## config.mk

```make
export PLATFORM = sky130hd
export DESIGN_NAME = rtt_jitter_loss_stats
export DESIGN_NICKNAME = d
export VERILOG_FILES = /design/src/rtl/rjl_pkg.sv /design/src/rtl/rjl_div.sv /design/src/rtl/rtt_jitter_loss_stats.sv
export SDC_FILE = /design/constraint.sdc
export NUM_CORES = 1
export LEC_CHECK = 0
export BUFFER_PORTS_ARGS = -buffer_cell sky130_fd_sc_hd__buf_4
export CAP_MARGIN = 30
export CORE_ASPECT_RATIO = 0.7
export CORE_MARGIN = 3
export CORE_UTILIZATION = 56
export DETAILED_ROUTE_END_ITERATION = 10
export PLACE_DENSITY = 0.8
export SYNTH_ARGS = -nofsm -noshare
export SYNTH_HDL_FRONTEND = slang
export SYNTH_SLANG_ARGS = --single-unit
```

## constraint.sdc

```tcl
create_clock -name clk -period 43.2 [get_ports clk]
set_input_delay 10.8 -clock clk [delete_from_list [all_inputs] [get_ports clk]]
set_output_delay 10.8 -clock clk [all_outputs]
set_load 0.03 [all_outputs]
```

## src/rtl/rjl_pkg.sv

```systemverilog
// ----------------------------------------------------------------------------
// rjl_pkg: shared constants and types for the RTT, jitter and loss statistics
// Default widths of the statistics datapath and the status bundle of the
// iterative divider.
// ----------------------------------------------------------------------------
package rjl_pkg;

  localparam int RTT_BITS       = 24;
  localparam int COUNT_BITS     = 32;
  localparam int JITTER_SHIFT   = 4;
  localparam int LOSS_FRAC_BITS = 16;
  localparam int SUM_BITS       = 48;

  // Status of the divider as seen by the sequencer.
  typedef struct packed {
    logic busy;
    logic done;
  } div_stat_t;

endpackage

```

## src/rtl/rjl_div.sv

```systemverilog
// ----------------------------------------------------------------------------
// rjl_div: iterative restoring divider for the loss fraction
// Produces floor(num * 2^Q_W / den) for num < den, one quotient bit per cycle
// with a single shared shift, compare and subtract unit.
// ----------------------------------------------------------------------------
module rjl_div #(
  parameter int CNT_W = rjl_pkg::COUNT_BITS,
  parameter int Q_W   = rjl_pkg::LOSS_FRAC_BITS
) (
  input  logic              clk,
  input  logic              rst,
  input  logic              start,
  input  logic [CNT_W-1:0]  num,
  input  logic [CNT_W-1:0]  den,
  output logic [Q_W-1:0]    quo,
  output rjl_pkg::div_stat_t stat
);

  localparam int STEP_W = $clog2(Q_W + 1);

  logic [CNT_W-1:0]  rem;
  logic [CNT_W-1:0]  den_r;
  logic [STEP_W-1:0] step;
  logic              busy;
  logic              done;
  logic [CNT_W:0]    rem_sh;
  logic [CNT_W:0]    rem_diff;
  logic              fits;

  // The partial remainder always stays below the divisor, so the shifted
  // value needs only one extra bit.
  assign rem_sh   = {rem, 1'b0};
  assign rem_diff = rem_sh - {1'b0, den_r};
  assign fits     = rem_sh >= {1'b0, den_r};

  always_ff @(posedge clk) begin
    if (rst) begin
      busy <= 1'b0;
      done <= 1'b0;
      step <= '0;
    end else begin
      done <= 1'b0;
      if (start) begin
        busy <= 1'b1;
        step <= '0;
      end else if (busy) begin
        step <= step + STEP_W'(1);
        if (step == STEP_W'(Q_W - 1)) begin
          busy <= 1'b0;
          done <= 1'b1;
        end
      end
    end
  end

  always_ff @(posedge clk) begin
    if (start) begin
      rem   <= num;
      den_r <= den;
      quo   <= '0;
    end else if (busy) begin
      rem <= fits ? rem_diff[CNT_W-1:0] : rem_sh[CNT_W-1:0];
      quo <= {quo[Q_W-2:0], fits};
    end
  end

  assign stat.busy = busy;
  assign stat.done = done;

endmodule

```

## src/rtl/rtt_jitter_loss_stats.sv

```systemverilog
// ----------------------------------------------------------------------------
// rtt_jitter_loss_stats: running round-trip time, jitter and loss statistics
// Each accepted item passes through the update and jitter steps and, when
// the loss needs a division, the divider, which retires one quotient bit per
// cycle; with no loss or total loss the division is skipped. The snapshot is
// registered once the output register is free, and a new item is accepted
// only after the snapshot of the last one has been registered.
// Reset: synchronous rst returns all running statistics to their initial values.
// ----------------------------------------------------------------------------
module rtt_jitter_loss_stats #(
  parameter int RTT_BITS       = rjl_pkg::RTT_BITS,
  parameter int COUNT_BITS     = rjl_pkg::COUNT_BITS,
  parameter int JITTER_SHIFT   = rjl_pkg::JITTER_SHIFT,
  parameter int LOSS_FRAC_BITS = rjl_pkg::LOSS_FRAC_BITS
) (
  input  logic                             clk,
  input  logic                             rst,
  input  logic                             in_valid,
  output logic                             in_ready,
  input  logic                             reply_ok,
  input  logic [RTT_BITS-1:0]              rtt_us,
  output logic                             out_valid,
  input  logic                             out_ready,
  output logic [COUNT_BITS-1:0]            sent_count,
  output logic [COUNT_BITS-1:0]            received_count,
  output logic [RTT_BITS-1:0]              last_rtt,
  output logic [RTT_BITS-1:0]              min_rtt,
  output logic [RTT_BITS-1:0]              max_rtt,
  output logic [rjl_pkg::SUM_BITS-1:0]     rtt_sum,
  output logic [RTT_BITS+JITTER_SHIFT-1:0] jitter_est,
  output logic [LOSS_FRAC_BITS:0]          loss_fraction,
  output logic                             have_reply
);

  localparam int JIT_BITS  = RTT_BITS + JITTER_SHIFT;
  localparam int LOSS_BITS = LOSS_FRAC_BITS + 1;
  localparam int SUM_BITS  = rjl_pkg::SUM_BITS;

  // The sequencer walks one item through the update, the jitter filter and,
  // when needed, the loss division, then hands the snapshot to the output register.
  typedef enum logic [4:0] {
    S_IDLE = 5'b00001,
    S_UPD  = 5'b00010,
    S_JIT  = 5'b00100,
    S_DIV  = 5'b01000,
    S_OUT  = 5'b10000
  } seq_state_t;

  seq_state_t state;

  // Running statistics.
  logic [COUNT_BITS-1:0] sent_total;
  logic [COUNT_BITS-1:0] received_total;
  logic [RTT_BITS-1:0]   latest_rtt;
  logic [RTT_BITS-1:0]   lowest_rtt;
  logic [RTT_BITS-1:0]   highest_rtt;
  logic [SUM_BITS-1:0]   rtt_accumulator;
  logic [JIT_BITS-1:0]   jitter_accumulator;

  // Captured item and intermediate values.
  logic                  reply_q;
  logic [RTT_BITS-1:0]   rtt_q;
  logic                  jit_en;
  logic [RTT_BITS-1:0]   rtt_diff;
  logic [LOSS_BITS-1:0]  loss_q;

  logic [SUM_BITS:0]     sum_ext;
  logic [RTT_BITS-1:0]   diff_abs;
  logic [JIT_BITS:0]     jit_ext;
  logic [COUNT_BITS-1:0] lost;
  logic                  loss_none;
  logic                  loss_all;
  logic                  out_load;
  logic                  div_start;
  logic [LOSS_FRAC_BITS-1:0] div_quo;
  rjl_pkg::div_stat_t    div_stat;

  assign in_ready = (state == S_IDLE);

  // The RTT sum saturates when the carry out of the full-width add is set.
  assign sum_ext  = {1'b0, rtt_accumulator} + (SUM_BITS + 1)'(rtt_q);
  assign diff_abs = (rtt_q >= latest_rtt) ? (rtt_q - latest_rtt) : (latest_rtt - rtt_q);

  // RFC 3550 style filter: J - J/2^S + |D|, with an extra bit to detect
  // overflow so that the estimate saturates instead of wrapping.
  assign jit_ext = {1'b0, jitter_accumulator - (jitter_accumulator >> JITTER_SHIFT)}
                   + (JIT_BITS + 1)'(rtt_diff);

  // Loss cases that need no division: nothing lost, or every probe lost.
  assign lost      = sent_total - received_total;
  assign loss_none = (sent_total == '0) || (received_total >= sent_total);
  assign loss_all  = (received_total == '0);
  assign div_start = (state == S_JIT) && !loss_none && !loss_all;
  assign out_load  = (state == S_OUT) && (!out_valid || out_ready);

  rjl_div #(
    .CNT_W (COUNT_BITS),
    .Q_W   (LOSS_FRAC_BITS)
  ) u_div (
    .clk   (clk),
    .rst   (rst),
    .start (div_start),
    .num   (lost),
    .den   (sent_total),
    .quo   (div_quo),
    .stat  (div_stat)
  );

  // Sequencer and statistics registers.
  always_ff @(posedge clk) begin
    if (rst) begin
      state              <= S_IDLE;
      out_valid          <= 1'b0;
      sent_total         <= '0;
      received_total     <= '0;
      latest_rtt         <= '0;
      lowest_rtt         <= '1;
      highest_rtt        <= '0;
      rtt_accumulator    <= '0;
      jitter_accumulator <= '0;
    end else begin
      if (out_load) begin
        out_valid <= 1'b1;
      end else if (out_ready) begin
        out_valid <= 1'b0;
      end
      case (state)
        S_IDLE: begin
          if (in_valid) begin
            state <= S_UPD;
          end
        end
        S_UPD: begin
          if (!(&sent_total)) begin
            sent_total <= sent_total + COUNT_BITS'(1);
          end
          if (reply_q) begin
            if (!(&received_total)) begin
              received_total <= received_total + COUNT_BITS'(1);
            end
            latest_rtt <= rtt_q;
            if (rtt_q < lowest_rtt) begin
              lowest_rtt <= rtt_q;
            end
            if (rtt_q > highest_rtt) begin
              highest_rtt <= rtt_q;
            end
            rtt_accumulator <= sum_ext[SUM_BITS] ? '1 : sum_ext[SUM_BITS-1:0];
          end
          state <= S_JIT;
        end
        S_JIT: begin
          if (jit_en) begin
            jitter_accumulator <= jit_ext[JIT_BITS] ? '1 : jit_ext[JIT_BITS-1:0];
          end
          state <= div_start ? S_DIV : S_OUT;
        end
        S_DIV: begin
          if (div_stat.done) begin
            state <= S_OUT;
          end
        end
        S_OUT: begin
          if (out_load) begin
            state <= S_IDLE;
          end
        end
        default: begin
          state <= S_IDLE;
        end
      endcase
    end
  end

  // Payload registers: captured item, intermediate values and the snapshot.
  always_ff @(posedge clk) begin
    case (state)
      S_IDLE: begin
        if (in_valid) begin
          reply_q <= reply_ok;
          rtt_q   <= rtt_us;
        end
      end
      S_UPD: begin
        // Jitter moves from the second counted reply on, that is when a
        // reply was already on record before this one.
        jit_en   <= reply_q && (received_total != '0);
        rtt_diff <= diff_abs;
      end
      S_JIT: begin
        if (loss_none) begin
          loss_q <= '0;
        end else if (loss_all) begin
          loss_q <= LOSS_BITS'(1) << LOSS_FRAC_BITS;
        end
      end
      S_DIV: begin
        if (div_stat.done) begin
          loss_q <= {1'b0, div_quo};
        end
      end
      S_OUT: begin
        if (out_load) begin
          sent_count     <= sent_total;
          received_count <= received_total;
          last_rtt       <= latest_rtt;
          min_rtt        <= lowest_rtt;
          max_rtt        <= highest_rtt;
          rtt_sum        <= rtt_accumulator;
          jitter_est     <= jitter_accumulator;
          loss_fraction  <= loss_q;
          have_reply     <= (received_total != '0);
        end
      end
      default: begin
      end
    endcase
  end

  // Replies can never outnumber probes.
  a_recv_le_sent: assert property (@(posedge clk) disable iff (rst)
    received_total <= sent_total)
    else $error("received count exceeds sent count");

  // Once a reply is on record the minimum cannot exceed the maximum.
  a_min_le_max: assert property (@(posedge clk) disable iff (rst)
    (received_total != '0) |-> (lowest_rtt <= highest_rtt))
    else $error("minimum RTT above maximum RTT");

  // The divider only runs while the sequencer waits for it.
  a_div_in_seq: assert property (@(posedge clk) disable iff (rst)
    div_stat.busy |-> (state == S_DIV))
    else $error("divider busy outside the division step");

  // A finished loss fraction never exceeds one.
  a_loss_range: assert property (@(posedge clk) disable iff (rst)
    (state == S_OUT) |-> (loss_q <= (LOSS_BITS'(1) << LOSS_FRAC_BITS)))
    else $error("loss fraction above one");

endmodule
```

Word level (Yosys, flattened, before mapping)
Index checks and enable logic that the tools add are counted.
{"block": "totals", "register_bits": 602, "input_bits": 29, "output_inout_bits": 232, "wordCells": 107}
{"block": "classes", "add_sub_neg": 10, "n_lt_le_gt_ge": 5, "n_eq_ne": 10, "muxes": 21, "bitwise_logic": 3, "reduce_logical": 29}
{"operator": "$mux W32", "count": 3}
{"operator": "$add A32 B1 Y32 const B", "count": 2}
{"operator": "$logic_not A32 Y1", "count": 2}
{"operator": "$reduce_and A32 Y1", "count": 2}
{"operator": "$sub A32 B32 Y32", "count": 2}
{"operator": "$mux W17", "count": 3}
{"operator": "$add A48 B24 Y49", "count": 1}
{"operator": "$mux W48", "count": 1}
{"operator": "$sub A24 B24 Y24", "count": 2}
{"operator": "$pmux W17 S2", "count": 1}
{"operator": "$ge A33 B32 Y1", "count": 1}
{"operator": "$ge A32 B32 Y1", "count": 1}
{"operator": "$reduce_bool A32 Y1", "count": 1}
{"operator": "$add A28 B24 Y29", "count": 1}
{"operator": "$mux W28", "count": 1}
{"operator": "$sub A28 B24 Y28", "count": 1}
{"operator": "$pmux W5 S5", "count": 1}
{"operator": "$ge A24 B24 Y1", "count": 1}
{"operator": "$gt A24 B24 Y1", "count": 1}
{"operator": "$lt A24 B24 Y1", "count": 1}
{"operator": "$mux W24", "count": 1}
{"operator": "$mux W5", "count": 4}
{"operator": "$reduce_and A3 Y1", "count": 5}
{"operator": "$eq A5 B4 Y1 const B", "count": 2}
{"operator": "17 further kinds", "count": 37}

Longest topological paths before layout
Gate-level depths: netlist of run 1.
{"block": "depth", "depth_word": 7, "mapped_depth": 25, "ltp_nobuf": 25}

Cells and area by module
A second synthesis of run 1 with hierarchy kept.
{"block": "hier_totals", "hier_cells": 3259, "hier_area_um2": 32906.6}
{"module": "rtt_jitter_loss_stats", "n_inst": 1, "cells_per_inst": 2708, "area_each_um2": 27526.4, "seq_area_each_um2": 13282.7}
{"module": "rjl_div", "n_inst": 1, "cells_per_inst": 551, "area_each_um2": 5380.2, "seq_area_each_um2": 2382.3}

Worst setup path before layout of run 1
OpenSTA, ideal clock, no wires.
{"block": "synth_path", "path_type": "input-to-reg", "startpoint": "input port out_ready", "endpoint": "register have_reply, enable pin", "setup_ns": 0.898, "arrival_time_ns": 21.913, "required_ns": 42.302, "slack_ns": 20.389, "cell_stages": 2, "path_buffers": 0, "cell_sequence": "inv_1 a21oi_1"}
{"block": "synth_between", "elab_chain_len": 3}
{"element": "from (decl)", "line": "rtt_jitter_loss_stats.sv:23", "text": "input logic out_ready,"}
{"element": "$logic_or A1 B1 Y1", "line": "rtt_jitter_loss_stats.sv:94", "text": "assign out_load = (state == S_OUT) && (!out_valid || out_ready);"}
{"element": "$logic_and A1 B1 Y1", "line": "rtt_jitter_loss_stats.sv:94"}
{"element": "named net out_load", "line": "rtt_jitter_loss_stats.sv:73", "text": "logic out_load;"}
{"element": "$reduce_and A2 Y1 (no source line)"}
{"element": "to (signal assigned)", "line": "rtt_jitter_loss_stats.sv:212", "text": "have_reply <= (received_total != '0);"}
{"element": "to (decl)", "line": "rtt_jitter_loss_stats.sv:32", "text": "output logic have_reply"}
The timed path passes the listed nets, and every way through them passes these cells.
A chain may end at the register's enable or synchronous reset.

Final worst setup path of run 1
{"block": "layout_path", "startpoint": "register state[2]", "endpoint": "output port in_ready"}
{"block": "layout_between", "elab_chain_len": 1}
{"element": "from (decl)", "line": "rtt_jitter_loss_stats.sv:49", "text": "seq_state_t state;"}
{"element": "from (signal assigned)", "line": "rtt_jitter_loss_stats.sv:156", "text": "state <= div_start ? S_DIV : S_OUT;"}
{"element": "$eq A5 B1 Y1", "line": "rtt_jitter_loss_stats.sv:78", "text": "assign in_ready = (state == S_IDLE);"}
{"element": "to (decl)", "line": "rtt_jitter_loss_stats.sv:19", "text": "output logic in_ready,"}
Every way passes these cells.

==> results.txt, run 1 <==
----------------------------------------------------
[Clock tree]
  Max Buffers Root-to-Sink ... 3
  Maximum level of the CTS H-tree ... 2
  Clock insertion delay at the later pin of the skew report ... 0.62 ns
  Sinks on the clock net ... 602
  Number of buffers added by the clock tree synthesis step ... 56
  Post-CTS Hold Buffers ... 0
  Clock tree from TritonCTS ... done
  Number of buffers inserted to repair setup after CTS ... 0
  Library cell used as clock root buffer ... sky130_fd_sc_hd__clkbuf_16
  Reg clk slew, reported paths ... 0.06 ns
  Number of gates given a new drive strength after cts ... 0

[Final layout]
  Final layout net count ... 3,623
  Area taken by multi-input logic gates ... 0.0149 mm^2
  Register Area ... 0.0157 mm^2
  Area growth, synth to finish ... 14.3%
  Fraction of layout cells with a size suffix above 1 ... 12.6%
  Number of filler cells placed in the layout ... 4,307

[Yosys]
  Area share of the leading cell type in the synthesized netlist ... 33.9%
  Largest cells by area after synthesis ... sky130_fd_sc_hd__edfxtp_1, sky130_fd_sc_hd__dfxtp_1, sky130_fd_sc_hd__ha_1
  Post-Synthesis Cells ... 3,112
  Synthesized-area fraction occupied by adder cells ... 9.80%
  Post-Syn Area per Cell ... 10.3 um^2
  Basic-gate share of the synthesized area counting and, or, nand and nor cells ... 13.7%
  Top cell type by total area after synthesis ... sky130_fd_sc_hd__edfxtp_1
  Combinational family with the most area after synthesis ... compound AO/OA/AOI/OAI gates
  Multiplexer fraction of the synthesized cell area ... 3.01%
  Xor-xnor portion of the synthesized cell area ... 5.43%
  Synthesized net count ... 3,387
  Total standard cell area after synthesis ... 0.0319 mm^2
  Most common cell in the synthesized netlist ... sky130_fd_sc_hd__edfxtp_1
  Fraction of the yosys area taken by sequential cells ... 49.1%
  Synth cell types ... 87
  Count of flip-flops with a built-in enable after synthesis ... 361
  Flop and latch count out of synthesis ... 602
  Compound-Gate Fraction of Synth Area ... 14.5%
  Leading cell types by count after synthesis ... sky130_fd_sc_hd__edfxtp_1, sky130_fd_sc_hd__inv_1, sky130_fd_sc_hd__a21oi_1, sky130_fd_sc_hd__nor2_1, sky130_fd_sc_hd__dfxtp_1
  Share of async-settable or async-resettable flops after synthesis ... 0%
  Yosys warning count ... 0
  Ys flop type ... sky130_fd_sc_hd__edfxtp_1

[Pwr]
  Total internal power ... 0.962 mW
  Power per standard cell area ... 35.6 mW/mm^2
  Power, Total ... 1.30 mW
  Leakage ... 14.6 nW
  Portion of total power attributed to sequential cells ... 48.7%
  Net switching power of the design ... 0.335 mW
  Share of power burned in the clock network ... 38.8%
  Switching portion of total power ... 25.8%
  Largest vdd supply drop ... 0.0289 mV
  Share of total power in combinational logic ... 12.4%

[Route]
  Total Routed Length ... 83,800 um
  Vias per inst ... 5.98
  Vias ... 24,727
  DRC violation total after the first TritonRoute iteration ... 2,323
  Drc violations ... 0
  Count of TritonRoute iterations in the first routing pass ... 6
  DRT antenna net count ... 0
  Post-DR wirelength/cell ... 20.3 um

[Min path]
  Worst hold path type ... flip-flop to flip-flop

[Placed design]
  Routability congestion estimate ... 0.927
  DP Wirelength ... 61,500 um
  Count of port buffers added during placement ... 260

[Setup path]
  Required time worst endpoint ... 32.40 ns
  Maximum fanout along the worst path ... 5
  Data arrival time of the critical path ... 1.79 ns
  CP endpoint kind ... output pin
  Startpoint class of the critical path ... flip-flop
  Category of the most critical setup path ... flip-flop to output pin

[STA]
  Smallest hold slack ... 0.419 ns
  Final count of negative-setup-slack endpoints ... 0
  Setup Skew ... 0.0226 ns
  Transition time of the tightest slew-check pin ... 1.08 ns
  Post-layout minimum cycle time ... 12.59 ns
  Remaining max-slew budget at the tightest pin ... 27.7%
  Summed negative setup slack over all endpoints ... 0 ns
  Ratio of final minimum period to clock period ... 29.1%
  Setup repair after global routing missed its margin ... false
  Max Freq ... 79.4 MHz
  Final Slew Violations ... 0
  Final number of hold-violating endpoints ... 0

[GRT]
  Antenna violations before repair ... 2
  First-pass GRT wire length ... 130,000 um
  Number of global-route vias before repair ... 23,421
  Remaining global-route overflow ... 0
  Aggregate global-route resource usage ... 27.2%
  Maximum number of pins on one net before global-route repair ... 167

[Floorplan]
  I/O pin cnt ... 261
  Die X-Extent ... 291 um
  Count of standard-cell rows ... 72
  Core area ... 0.0559 mm^2
  Die ar. ... 0.0600 mm^2
  Starting density of the core ... 57.2%
  Die height ... 206 um

[Job]
  Maximum capacitance violations ... 0

[Outcome]
  Run status ... finished, final reports clean

----------------------------------------------------
## worst max-delay path: stages, from the launching register on
cell and delay [ns]:
sky130_fd_sc_hd__dfxtp_1 0.35, sky130_fd_sc_hd__nor3_1 0.27, sky130_fd_sc_hd__nand3b_1 0.18, sky130_fd_sc_hd__inv_1 0.18
sky130_fd_sc_hd__buf_4 0.19
## power by group through the flow
stage / Clock [mW] / Combinational [mW] / Sequential [mW]
2_1_floorplan: 0 / 0.119 / 0.637
3_3_place_gp: 0 / 0.150 / 0.644
3_5_place_dp: 0 / 0.157 / 0.644
4_1_cts: 0.512 / 0.158 / 0.632
5_1_grt: 0.536 / 0.177 / 0.633
6_report: 0.504 / 0.161 / 0.633
## registers in the layout, indices dropped and copies added (netlist names), 16 cells and up
name                count
rtt_accumulator        48
highest_rtt            24
jitter_est             28
lowest_rtt             24
u_div.rem              32
last_rtt               24
rtt_q                  24
received_count         32
rtt_diff               24
sent_total             32
loss_fraction          17
loss_q                 17
min_rtt                24
received_total         32
u_div.quo              16
latest_rtt             24
sent_count             32
rtt_sum                48
jitter_accumulator     28
u_div.den_r            32
max_rtt                24
## final cells by class
| type | instances | share of cell area, % |
|---|---|---|
| clock inverters | 31 | 0.957 |
| clock buffers | 74 | 4.11 |
| repair buffers | 284 | 5.99 |
| inverters | 255 | 2.62 |
| multi-input cells | 2149 | 40.8 |
| diodes | 1 | 0.00686 |
| well taps | 740 | 2.54 |
| flip-flops and latches | 602 | 42.9 |
## cell usage in the layout, fill, tap and decap left out, drive strengths merged, types with 27 or more instances in the layout
master	synthesis	layout
xor2	79	79
a21o	99	99
inv	255	258
edfxtp	361	361
dfxtp	241	241
mux2i	87	87
a21oi	252	252
and2	46	46
o21ai	115	115
nand4	61	61
clkbuf	76	74
nor3	45	45
a211oi	67	67
nand3	58	58
nor2	251	251
xnor2	119	119
ha	239	239
or3	27	27
nor4	34	34
buf	30	284
nand2	238	238
nand2b	27	27
## worst paths after layout
kind	start	endpoint	slack [ns]	depth (start not counted)
worst max register to register	jitter_accumulator[4]	jitter_accumulator[9]	37.47	24
worst min-delay path	loss_q[9]	loss_fraction[9]	0.42	0
worst max-delay path	state[2]	in_ready	30.61	4
worst min register to register	loss_q[9]	loss_fraction[9]	0.42	0
## metrics by stage
step | setup slack [ns] | cells | util [%] | area (um^2)
after floorplan | 20.39 | 3112 | - | 31900
after global placement | 30.22 | 4027 | 61.9 | 34600
after detailed placement | 30.13 | 4029 | 62.0 | 34600
after CTS | 30.62 | 4134 | 65.3 | 36500
after global routing | 30.53 | 4135 | 65.3 | 36500
final | 30.61 | 4136 | 65.3 | 36500
## kinds of logic after synthesis
family / count (synthesis)
multiplexers: 95
XOR/XNOR: 198
flip-flops: 602
AO/OA/AOI/OAI: 713
adder cells (fa/ha/maj): 246
AND/OR/NAND/NOR: 897
buffers and inverters: 361
## layer usage
| layer | track usage, % | part of all wire, % | vias to the layer above |
|---|---|---|---|
| li1 | - | - | 11683 |
| met2 | 40.5 | 43 | 1093 |
| met4 | 7.18 | 2.2 | 2 |
| met5 | 0 | 0.017 | - |
| met3 | 5.41 | 9.1 | 127 |
| met1 | 40.7 | 46 | 11822 |
Power figures use the tool's default switching activity.
==> run 2, diff against run 1 <==
- clock period: 43.2 -> 12.9 ns (I/O delays scaled with it)
==> results.txt, run 2 (synthesis results as in run 1) <==
----------------------------------------------------
[Route]
  Post-DR wirelength/cell ... 20.9 um
  DRC violation total after the first TritonRoute iteration ... 2,540
  Vias per inst ... 6.07
  Vias ... 25,139
  Count of TritonRoute iterations in the first routing pass ... 6
  DRT antenna net count ... 0
  Drc violations ... 0
  Total Routed Length ... 86,500 um

[Placed design]
  DP Wirelength ... 62,400 um
  Area of placed instances ... 0.0346 mm^2
  Count of port buffers added during placement ... 260
  Routability congestion estimate ... 0.948

[Clock tree]
  Clock tree from TritonCTS ... done
  Number of buffers inserted to repair setup after CTS ... 0
  Library cell used as clock root buffer ... sky130_fd_sc_hd__clkbuf_16
  Clock insertion delay at the later pin of the skew report ... 0.65 ns
  Maximum level of the CTS H-tree ... 2
  Post-CTS Hold Buffers ... 0
  Sinks on the clock net ... 602
  Reg clk slew, reported paths ... 0.06 ns
  Max Buffers Root-to-Sink ... 3
  Number of buffers added by the clock tree synthesis step ... 56
  Number of gates given a new drive strength after cts ... 0

[Setup path]
  Cell at the slowest stage of the critical path ... sky130_fd_sc_hd__o31ai_1
  Maximum fanout along the worst path ... 20
  Endpoint of the worst-slack reg-to-reg timing path ... jitter_accumulator[12]
  CP endpoint kind ... flip-flop
  Data arrival time of the critical path ... 6.00 ns
  Path depth of the worst reg2reg path ... 24
  Delay of the slowest cell on the worst path ... 0.61 ns
  Register-to-register setup slack ... 7.36 ns
  List of cells traversed by the critical path ... ha_1, inv_1, fa_1, a211oi_1, o21a_1, or2_2, inv_1, a21oi_1, o21bai_1, a21oi_1, o21bai_1, a21oi_1, xnor2_1, ha_1, a21oi_1, o21ai_0, a21o_1, o21ai_2, a211oi_1, o31ai_1, nor3_2, nor2_2, buf_8, a221oi_1
  Most repeated library cell on the critical path ... sky130_fd_sc_hd__a21oi_1
  R2r startpoint ... jitter_accumulator[4]
  Required time worst endpoint ... 13.36 ns
  Category of the most critical setup path ... flip-flop to flip-flop
  Startpoint class of the critical path ... flip-flop

[Floorplan]
  Die ar. ... 0.0600 mm^2
  Core area ... 0.0559 mm^2
  Die X-Extent ... 291 um
  Starting density of the core ... 57.2%
  I/O pin cnt ... 261
  Count of standard-cell rows ... 72
  Die height ... 206 um

[Job]
  Maximum capacitance violations ... 0

[Final layout]
  Most common cell after layout, fill and taps aside ... sky130_fd_sc_hd__edfxtp_1
  Fraction of layout cells with a size suffix above 1 ... 12.9%
  Number of filler cells placed in the layout ... 4,270
  Total non-filler cell area in the finished layout ... 0.0367 mm^2
  Final layout net count ... 3,627
  Area growth, synth to finish ... 14.9%
  Commonest cells after routing, fill and taps aside ... sky130_fd_sc_hd__edfxtp_1, sky130_fd_sc_hd__buf_4, sky130_fd_sc_hd__inv_1, sky130_fd_sc_hd__a21oi_1, sky130_fd_sc_hd__nor2_1
  Number of antenna repair diodes ... 0
  Largest registers ranked by flip-flop count ... rtt_accumulator x48, rtt_sum x48

[Min path]
  Critical hold path startpoint ... loss_q[14]
  Worst hold path type ... flip-flop to flip-flop
  End of the worst hold path ... loss_fraction[14]
  Worst hold stages ... 0

[STA]
  Setup repair after global routing missed its margin ... false
  Ratio of final minimum period to clock period ... 42.9%
  Final count of negative-setup-slack endpoints ... 0
  Summed negative setup slack over all endpoints ... 0 ns
  Final Slew Violations ... 0
  Setup Skew ... 0.0441 ns
  Transition time of the tightest slew-check pin ... 1.03 ns
  Post-layout minimum cycle time ... 5.54 ns
  Max Freq ... 181 MHz
  Remaining max-slew budget at the tightest pin ... 31.3%
  Final number of hold-violating endpoints ... 0

[Pwr]
  Leakage ... 14.7 nW
  Power per standard cell area ... 122 mW/mm^2
  Largest vdd supply drop ... 0.102 mV

[GRT]
  Number of global-route vias before repair ... 23,995
  First-pass GRT wire length ... 134,000 um
  Aggregate global-route resource usage ... 28.1%
  Antenna violations before repair ... 0
  Maximum number of pins on one net before global-route repair ... 154
  Remaining global-route overflow ... 0

[Outcome]
  Run status ... finished, final reports clean

----------------------------------------------------
run 2: metrics by stage:
stage          power (mW)  utilization [%]  hold WS, ns  setup WS (ns)  instances
2_1_floorplan        2.53                -        0.400           2.87       3112
3_3_place_gp         2.67             62.0        0.404           7.23       4030
3_5_place_dp         2.69             62.0        0.407           7.24       4031
4_1_cts              4.48             65.6        0.422           7.39       4137
5_1_grt              4.62             65.7        0.424           6.76       4140
6_report             4.47             65.7        0.421           7.36       4140
run 2: layer usage:
layer | GRT usage (%) | up-vias | wire length (um)
met2 | 41.6 | 1197 | 36100
met3 | 5.19 | 191 | 8360
met4 | 8.06 | 0 | 2380
met5 | 0 | - | 0
met1 | 42.2 | 12069 | 39600
li1 | - | 11682 | -
run 2: power by group:
| part | total (mW) | switching, mW | leakage (nW) | internal, mW |
|---|---|---|---|---|
| Sequential | 2.12 | 0.0504 | 5.28 | 2.07 |
| Clock | 1.80 | 0.762 | 0.973 | 1.04 |
| Combinational | 0.550 | 0.336 | 8.46 | 0.214 |
| Total | 4.47 | 1.15 | 14.7 | 3.32 |
run 2: worst max-delay path, delay by kind of cell (launching register included):
family	cells	cell delay [ns]
buffers and inverters	3	0.36
AND/OR/NAND/NOR	3	0.56
AO/OA/AOI/OAI	14	2.99
flip-flops	1	0.38
adder cells (fa/ha/maj)	3	0.97
XOR/XNOR	1	0.15
run 2: worst max path at each step:
stage,startpoint,end
2_1_floorplan,out_ready,have_reply
6_report,jitter_accumulator[4],jitter_accumulator[12]
3_5_place_dp,out_ready,last_rtt[16]
3_3_place_gp,jitter_accumulator[4],jitter_accumulator[7]
4_1_cts,jitter_accumulator[4],jitter_accumulator[12]
5_1_grt,jitter_accumulator[4],jitter_accumulator[12]
run 2: final cells by class:
cell class,count,area (um^2),share of cell area (%)
clock buffer,80,1610,4.40
multi-input combinational,2149,14900,40.6
clock inverter,26,402,1.09
timing repair buffer,288,2220,6.06
inverter,255,957,2.61
sequential,602,15700,42.7
tap,740,926,2.52
